### src/hw/rtl/gbk_pkg.sv
// Shared types and constants for the grid-bucketed keypoint selector.
// Used by gbk_locate, gbk_store and grid_bucketed_top_n_keypoints_unit.
`default_nettype none

package gbk_pkg;

    localparam int CFG_IDX_W  = 3;
    localparam int CFG_DATA_W = 16;
    localparam int FUNC_W     = 2;
    localparam int POS_W      = 16;
    localparam int STR_W      = 24;
    localparam int ID_W       = 16;
    localparam int BINS_W     = 5;
    localparam int KEEP_W     = 3;
    localparam int INV_W      = 16;
    localparam int CELL_W     = 12;

    localparam logic [CFG_IDX_W-1:0] CFG_BINS_ACROSS    = 3'd0;
    localparam logic [CFG_IDX_W-1:0] CFG_BINS_DOWN      = 3'd1;
    localparam logic [CFG_IDX_W-1:0] CFG_KEEP_PER_BIN   = 3'd2;
    localparam logic [CFG_IDX_W-1:0] CFG_INV_BIN_WIDTH  = 3'd3;
    localparam logic [CFG_IDX_W-1:0] CFG_INV_BIN_HEIGHT = 3'd4;

    localparam logic [BINS_W-1:0] BINS_ACROSS_RST    = 5'd8;
    localparam logic [BINS_W-1:0] BINS_DOWN_RST      = 5'd8;
    localparam logic [KEEP_W-1:0] KEEP_PER_BIN_RST   = 3'd2;
    localparam logic [INV_W-1:0]  INV_BIN_WIDTH_RST  = 16'd819;
    localparam logic [INV_W-1:0]  INV_BIN_HEIGHT_RST = 16'd1092;

    localparam logic [FUNC_W-1:0] FUNC_MARK  = 2'd0;
    localparam logic [FUNC_W-1:0] FUNC_OFFER = 2'd1;
    localparam logic [FUNC_W-1:0] FUNC_EMIT  = 2'd2;

    typedef struct packed {
        logic [STR_W-1:0] strength;
        logic [POS_W-1:0] x;
        logic [POS_W-1:0] y;
        logic [ID_W-1:0]  id;
    } t_slot;

    typedef struct packed {
        logic rd;
        logic wr;
        logic clr_one;
        logic clr_all;
    } t_store_ctl;

    typedef enum logic [1:0] {
        ST_IDLE,
        ST_MAP,
        ST_UPDATE,
        ST_SEEK
    } t_state;

endpackage

`default_nettype wire

### src/hw/rtl/gbk_locate.sv
// Two-stage bin mapper: position times inverse bin size, then bin index and grid check.
// Depends on gbk_pkg.
`default_nettype none

module gbk_locate #(
    parameter int MAX_BINS = 256
) (
    input  wire                          i_clk,
    input  wire                          i_rst_n,
    input  wire                          i_go,
    input  wire [gbk_pkg::POS_W-1:0]     i_pos_x,
    input  wire [gbk_pkg::POS_W-1:0]     i_pos_y,
    input  wire [gbk_pkg::BINS_W-1:0]    i_bins_across,
    input  wire [gbk_pkg::BINS_W-1:0]    i_bins_down,
    input  wire [gbk_pkg::INV_W-1:0]     i_inv_w,
    input  wire [gbk_pkg::INV_W-1:0]     i_inv_h,
    output logic                         o_done,
    output logic                         o_in_grid,
    output logic [((MAX_BINS > 1) ? $clog2(MAX_BINS) : 1)-1:0] o_bin
);

    localparam int BW    = (MAX_BINS > 1) ? $clog2(MAX_BINS) : 1;
    localparam int PRODW = gbk_pkg::POS_W + gbk_pkg::INV_W;
    localparam int CW    = gbk_pkg::CELL_W;
    localparam int IDXW  = CW + gbk_pkg::BINS_W;

    logic [PRODW-1:0] prod_x, prod_y;
    logic [CW-1:0]    r_col, r_row;
    logic             r_v1;
    logic [IDXW-1:0]  idx;
    logic             ok;

    assign prod_x = PRODW'(i_pos_x) * PRODW'(i_inv_w);
    assign prod_y = PRODW'(i_pos_y) * PRODW'(i_inv_h);

    always_ff @(posedge i_clk) begin
        if (!i_rst_n) begin
            r_v1   <= 1'b0;
            o_done <= 1'b0;
        end else begin
            r_v1   <= i_go;
            o_done <= r_v1;
        end
    end

    always_ff @(posedge i_clk) begin
        r_col <= prod_x[PRODW-1:PRODW-CW];
        r_row <= prod_y[PRODW-1:PRODW-CW];
    end

    always_comb begin
        idx = IDXW'(r_col) + IDXW'(i_bins_across) * IDXW'(r_row);
        ok  = (r_col < CW'(i_bins_across)) && (r_row < CW'(i_bins_down))
              && (idx < IDXW'(MAX_BINS));
    end

    always_ff @(posedge i_clk) begin
        if (r_v1) begin
            o_in_grid <= ok;
            o_bin     <= idx[BW-1:0];
        end
    end

endmodule

`default_nettype wire

### config.mk
export PLATFORM = sky130hd
export DESIGN_NAME = gbk_locate
export DESIGN_NICKNAME = d
export VERILOG_FILES = /design/src/hw/rtl/gbk_pkg.sv /design/src/hw/rtl/gbk_locate.sv
export SDC_FILE = /design/constraint.sdc
export NUM_CORES = 1
export LEC_CHECK = 0
export BUFFER_PORTS_ARGS = -buffer_cell sky130_fd_sc_hd__buf_2
export CAP_MARGIN = 20
export CORE_ASPECT_RATIO = 1.75
export CORE_MARGIN = 10
export CORE_UTILIZATION = 50
export CTS_CLUSTER_DIAMETER = 150
export DETAILED_ROUTE_END_ITERATION = 12
export PLACE_DENSITY = 0.72
export SLEW_MARGIN = 0
export SYNTH_ARGS = -nofsm -noshare
export SYNTH_HDL_FRONTEND = slang
export SYNTH_SLANG_ARGS = --single-unit
### constraint.sdc
create_clock -name i_clk -period 12.7 [get_ports i_clk]
set_input_delay 1.905 -clock i_clk [delete_from_list [all_inputs] [get_ports i_clk]]
set_output_delay 1.905 -clock i_clk [all_outputs]
set_load 0.01 [all_outputs]
# After elaboration in Yosys (flattened, before gate mapping)
# Index checks and enable logic that the tools add are counted.
[word_totals]
n_memories = 0
mem_bits_ro = 0
regBits = 35
ramBits = 0
latch_bits = 0
wordCells = 15
in_bits = 77
out_inout_bits = 10
[op_classes]
n_reduce_logical = 2
shift = 0
n_mux = 0
eq_ne = 0
multipliers = 3
bitwise = 0
n_addsub = 1
div_mod_pow = 0
order_cmp = 3
[ops]
columns = ["cell", "count"]
rows = [
  ["multiplier 16 x 16 -> 32 bit", 2],
  ["less-than comparator 12 x 5 -> 1 bit", 2],
  ["adder 12 x 17 -> 17 bit", 1],
  ["less-than comparator 17 x 9 -> 1 bit (second input constant)", 1],
  ["multiplier 5 x 12 -> 17 bit", 1],
  ["logical AND 1 bit", 2],
]

# Logic depth before layout (Yosys ltp)
[logic_depth]
depth_word = 4
mapped_depth = 21
depth_no_buf = 20

# Worst setup path before layout
# Ideal clock, no wire load.
[synth_path]
path_type = "input to register"
startpoint = "input port i_pos_y[10] (netlist name)"
endpoint = "register r_row[4]"
required_time_ns = 12.621
n_path_buf = 1
slack_ns = 5.461
t_arrival_ns = 7.160
setup_time_ns = 0.079
stages = 18
path_cell_list = "clkbuf_1 -> nand2_1 -> fa_1 -> fa_1 -> fa_1 -> fa_1 -> inv_1 -> fa_1 -> inv_1 -> fa_1 -> inv_1 -> ha_1 -> a21o_1 -> a211oi_1 -> a31oi_1 -> o41ai_4 -> or4b_1 -> o211ai_1"
[synth_via]
elab_chain_len = 1
[synth_rtl]
columns = ["element", "line", "source"]
rows = [
  ["start, declared", "gbk_locate.sv:12", "input wire [gbk_pkg::POS_W-1:0] i_pos_y,"],
  ["multiplier 16 x 16 -> 32 bit", "gbk_locate.sv:34", "assign prod_y = PRODW'(i_pos_y) * PRODW'(i_inv_h);"],
  ["net prod_y[24]", "gbk_locate.sv:27", "logic [PRODW-1:0] prod_x, prod_y;"],
  ["end signal, assigned", "gbk_locate.sv:48", "r_row <= prod_y[PRODW-1:PRODW-CW];"],
  ["end, declared", "gbk_locate.sv:28", "logic [CW-1:0] r_col, r_row;"],
]
# The timed path passes the listed nets, and every way through them passes these cells.
# A chain may end at the register's enable or synchronous reset.

# Final worst setup path
[layout_path]
startpoint = "input port i_inv_w[7] (netlist name)"
endpoint = "register r_col[8]"
[layout_via]
elab_chain_len = 1
[layout_rtl]
columns = ["element", "line", "source"]
rows = [
  ["start, declared", "gbk_locate.sv:15", "input wire [gbk_pkg::INV_W-1:0] i_inv_w,"],
  ["multiplier 16 x 16 -> 32 bit", "gbk_locate.sv:33", "assign prod_x = PRODW'(i_pos_x) * PRODW'(i_inv_w);"],
  ["net prod_x[28]", "gbk_locate.sv:27", ""],
  ["end signal, assigned", "gbk_locate.sv:47", "r_col <= prod_x[PRODW-1:PRODW-CW];"],
  ["end, declared", "gbk_locate.sv:28", ""],
]
# The timed path passes the listed nets, and every way through them passes these cells.

==> summary.md <==
| Metric | Value |
|---|---|
| Rows | 95 |
| Status | completed |
| Layout area overhead | 4.92% |
| Gr usage total | 0.215 |
| CTS tree | done |
| Top-area cell type share of the netlist area | 0.445 |
| Post-synth ARST share | 0 |
| Synth Instances | around 2100 |
| RSZ-0062 raised after global routing | false |
| Worst path required time | 12.87 ns |
| Post-Synth Adder-Cell Area | 0.598 |
| Sequential-to-total area share from yosys stat | 0.0411 |
| Max_slew headroom | 0.519 |
| CP startpoint kind | input pin |
| DIE WIDTH | 168 microns |
| Maximum number of pins on one net before global-route repair | 17 |
| First-pass GRT wire length | 82100 microns |
| Post-CTS Setup Bufs | 0 |
| Clock Latency Late Sink | between 0.2 and 0.3 ns |
| DR vias | around 14000 |
| Slew @ Worst Pin | approximately 0.70 ns |
| Min-Delay Path Class | register to register |
| Post-Place Worst Slack | around 5.0 ns |
| Final ANT Viol Nets | 0 |
| CTS Sinks | 35 |
| Syn avg cell area | ~9.0 sq um |
| Post-synthesis simple-gate area fraction | 0.180 |
| Fin crit share | 0.584 |
| Top_reg_cell synth | dfxtp_1 |
| Layout Skew | roughly 0.0084 ns |
| DRC viols | 0 |
| Number of synthesized flops with an enable pin | 9 |
| Starting Density | 0.503 |
| Clock Root Buffer | clkbuf_16 |
| DR iter-0 viols | slightly below 700 |
| Hold buffer count at CTS | 0 |
| H-Tree Level Count | 2 |
| Mapped cell area | roughly 0.019 sq mm |
| Fmax | 0.135 GHz |
| Hold Worst Slack | roughly 0.55 ns |
| Port bufs | between 80 and 90 |
| DIE AREA | between 0.04 and 0.05 sq mm |
| Initial antenna violation count | 0 |
| Compound-cell area share of the yosys netlist | 0.0537 |
| Final Util | 0.527 |
| Endpoint type of the worst setup path | register |
| Yosys warning total | 0 |
| Final WS setup | approximately 5.3 ns |
| Final estimated routing congestion in global placement | 0.909 |
| Clk pin slew, worst setup/hold paths | about 0.060 ns |
| Final hold vios | 0 |
| Yosys cell types | 66 |
| IO Count | 87 |
| Max-slew violations | 0 |
| Synth area leader | fa_1 |
| Final wirelength | roughly 49000 microns |
| Num CTS Buffers | 5 |
| FF+latch count, synth | 35 |
| Wire per inst | 18.6 microns |
| CP max FO | 16 |
| Crit Path Class | input pin to register |
| First-pass DRT Iterations | 5 |
| Mux contribution to synthesized area | 0.00156 |
| Nets@finish | a little under 3000 |
| Dpl hpwl | ~42000 microns |
| CP arrival | 7.59 ns |
| Main combinational cell family by area after synthesis | adder cells |
| XOR/XNOR Fraction of Synth Area | 0.0141 |
| Final Setup Violations | 0 |
| Ant. Diodes | 0 |
| Setup TNS | 0 ns |
| Vert. Die Dim | 279 microns |
| Largest cells by area after synthesis | fa_1 (45%), ha_1 (15%), inv_1 (9.7%) |
| Resized cells post-CTS | 0 |
| Vias/cell | 5.45 |
| Final min period | between 7 and 8 ns |
| Vias in the first global route | between 15000 and 20000 |
| Mapped Nets | 2872 |
| Fraction of layout cells with a size suffix above 1 | 0.0473 |
| Clock Path Buffers | 2 |
| Max_cap viols | 0 |
| GR Overflow Total | 0 |
| Core Area | between 0.03 and 0.04 sq mm |
per-layer routing:
metal / up-vias / global-route usage / wire length, microns
li1: 6465 / - / -
met1: 7362 / 0.207 / 16400
met2: 413 / 0.430 / 27900
met3: 159 / 0.0143 / 1410
met4: 0 / 0.127 / 3450
met5: - / 0 / 0
flip-flops by register name, summed over array words and instances (netlist names):
register   count
r_row         12
o_done         1
r_v1           1
o_bin          8
o_in_grid      1
r_col         12
cell usage after synthesis (3+ instances only):
library cell  count
o21a_1            6
mux2i_1           3
a211oi_1          7
nor3b_1           3
o211ai_1          5
nand4_1           8
a31oi_1           5
o31ai_1           3
nand4b_1          5
nand2_1         310
nor4_1            5
ha_1            235
and3_1           13
xor2_1           11
nor2_1           23
a21boi_0          3
dfxtp_1          26
nor2b_1           4
a21o_1           24
xnor2_1          20
a21oi_1          31
clkbuf_1         69
nand3_1          12
nand2b_1          7
o21bai_1          4
a211o_1           3
and2_1          272
a2111oi_0         3
fa_1            428
o21ai_0          24
inv_1           499
edfxtp_1          9
nor3_1            9
cells in the final DEF (no fill, tap or decap), types with 4 or more instances in the layout:
cell type and instances:
nand4b_1 5, a21oi_1 31, a31oi_1 5, inv_1 499
buf_2 86, nor3_1 9, ha_1 235, clkbuf_16 6
and3_1 13, xnor2_1 20, dfxtp_1 26, nand2b_1 7
nor4_1 5, o21a_1 6, nand3_1 12, nand4_1 8
edfxtp_1 9, o21bai_1 4, a211oi_1 7, nor2_1 23
and2_1 272, xor2_1 11, fa_1 428, o211ai_1 5
o21ai_0 24, nor2b_1 4, nand2_1 310, a21o_1 24
worst paths after layout:
check | startpoint | endpoint | slack (ns) | cells past startpoint
worst max-delay path | i_inv_w[7] | r_col[8]$_DFF_P_ | 5.28 | 21
worst min-delay path | r_col[0]$_DFF_P_ | o_bin[0]$_DFFE_PP_ | 0.55 | 1
worst max register to register | r_row[4]$_DFF_P_ | o_in_grid$_DFFE_PP_ | 8.22 | 14
worst min register to register | r_col[0]$_DFF_P_ | o_bin[0]$_DFFE_PP_ | 0.55 | 1
per-stage QoR:
step | instance area [sq um] | instances
after floorplan | 19200 | 2132
after global placement | 20000 | 2634
after detailed placement | 20000 | 2634
after global routing | 20200 | 2642
final | 20200 | 2642
after CTS | 20200 | 2642
cells by family (layout without fill, tap and decap cells):
kind of cell / after synthesis / after routing
AO/OA/AOI/OAI: 147 / 147
XOR/XNOR: 31 / 31
adder cells (fa/ha/maj): 663 / 663
buffers and inverters: 568 / 593
flip-flops: 35 / 35
multiplexers: 3 / 3
AND/OR/NAND/NOR: 685 / 685
layout make-up:
| cell class | count | area [sq um] |
|---|---|---|
| Sequential cell | 35 | 791 |
| Inverter | 499 | 1870 |
| Multi-Input combinational cell | 1529 | 16300 |
| Clock buffer | 6 | 150 |
| Fill cell | 3548 | 18100 |
| Tap cell | 485 | 607 |
| Clock inverter | 2 | 17.5 |
| Timing Repair Buffer | 86 | 430 |
critical path: stages:
cell and delay (ns):
buf_2 0.33, nand2_1 0.15, fa_1 0.57, inv_1 0.07, fa_1 0.52, inv_1 0.06, fa_1 0.52, inv_1 0.05
fa_1 0.40, fa_1 0.53, inv_1 0.06, fa_1 0.49, inv_1 0.05, ha_1 0.29, a21o_1 0.18, a31o_2 0.22
a21oi_1 0.18, nand4_1 0.20, a21oi_1 0.48, o21ai_1 0.16, xor2_1 0.16
Power is not shown: default switching activity piles up to over one toggle a cycle in this logic, so the estimate is an artifact.
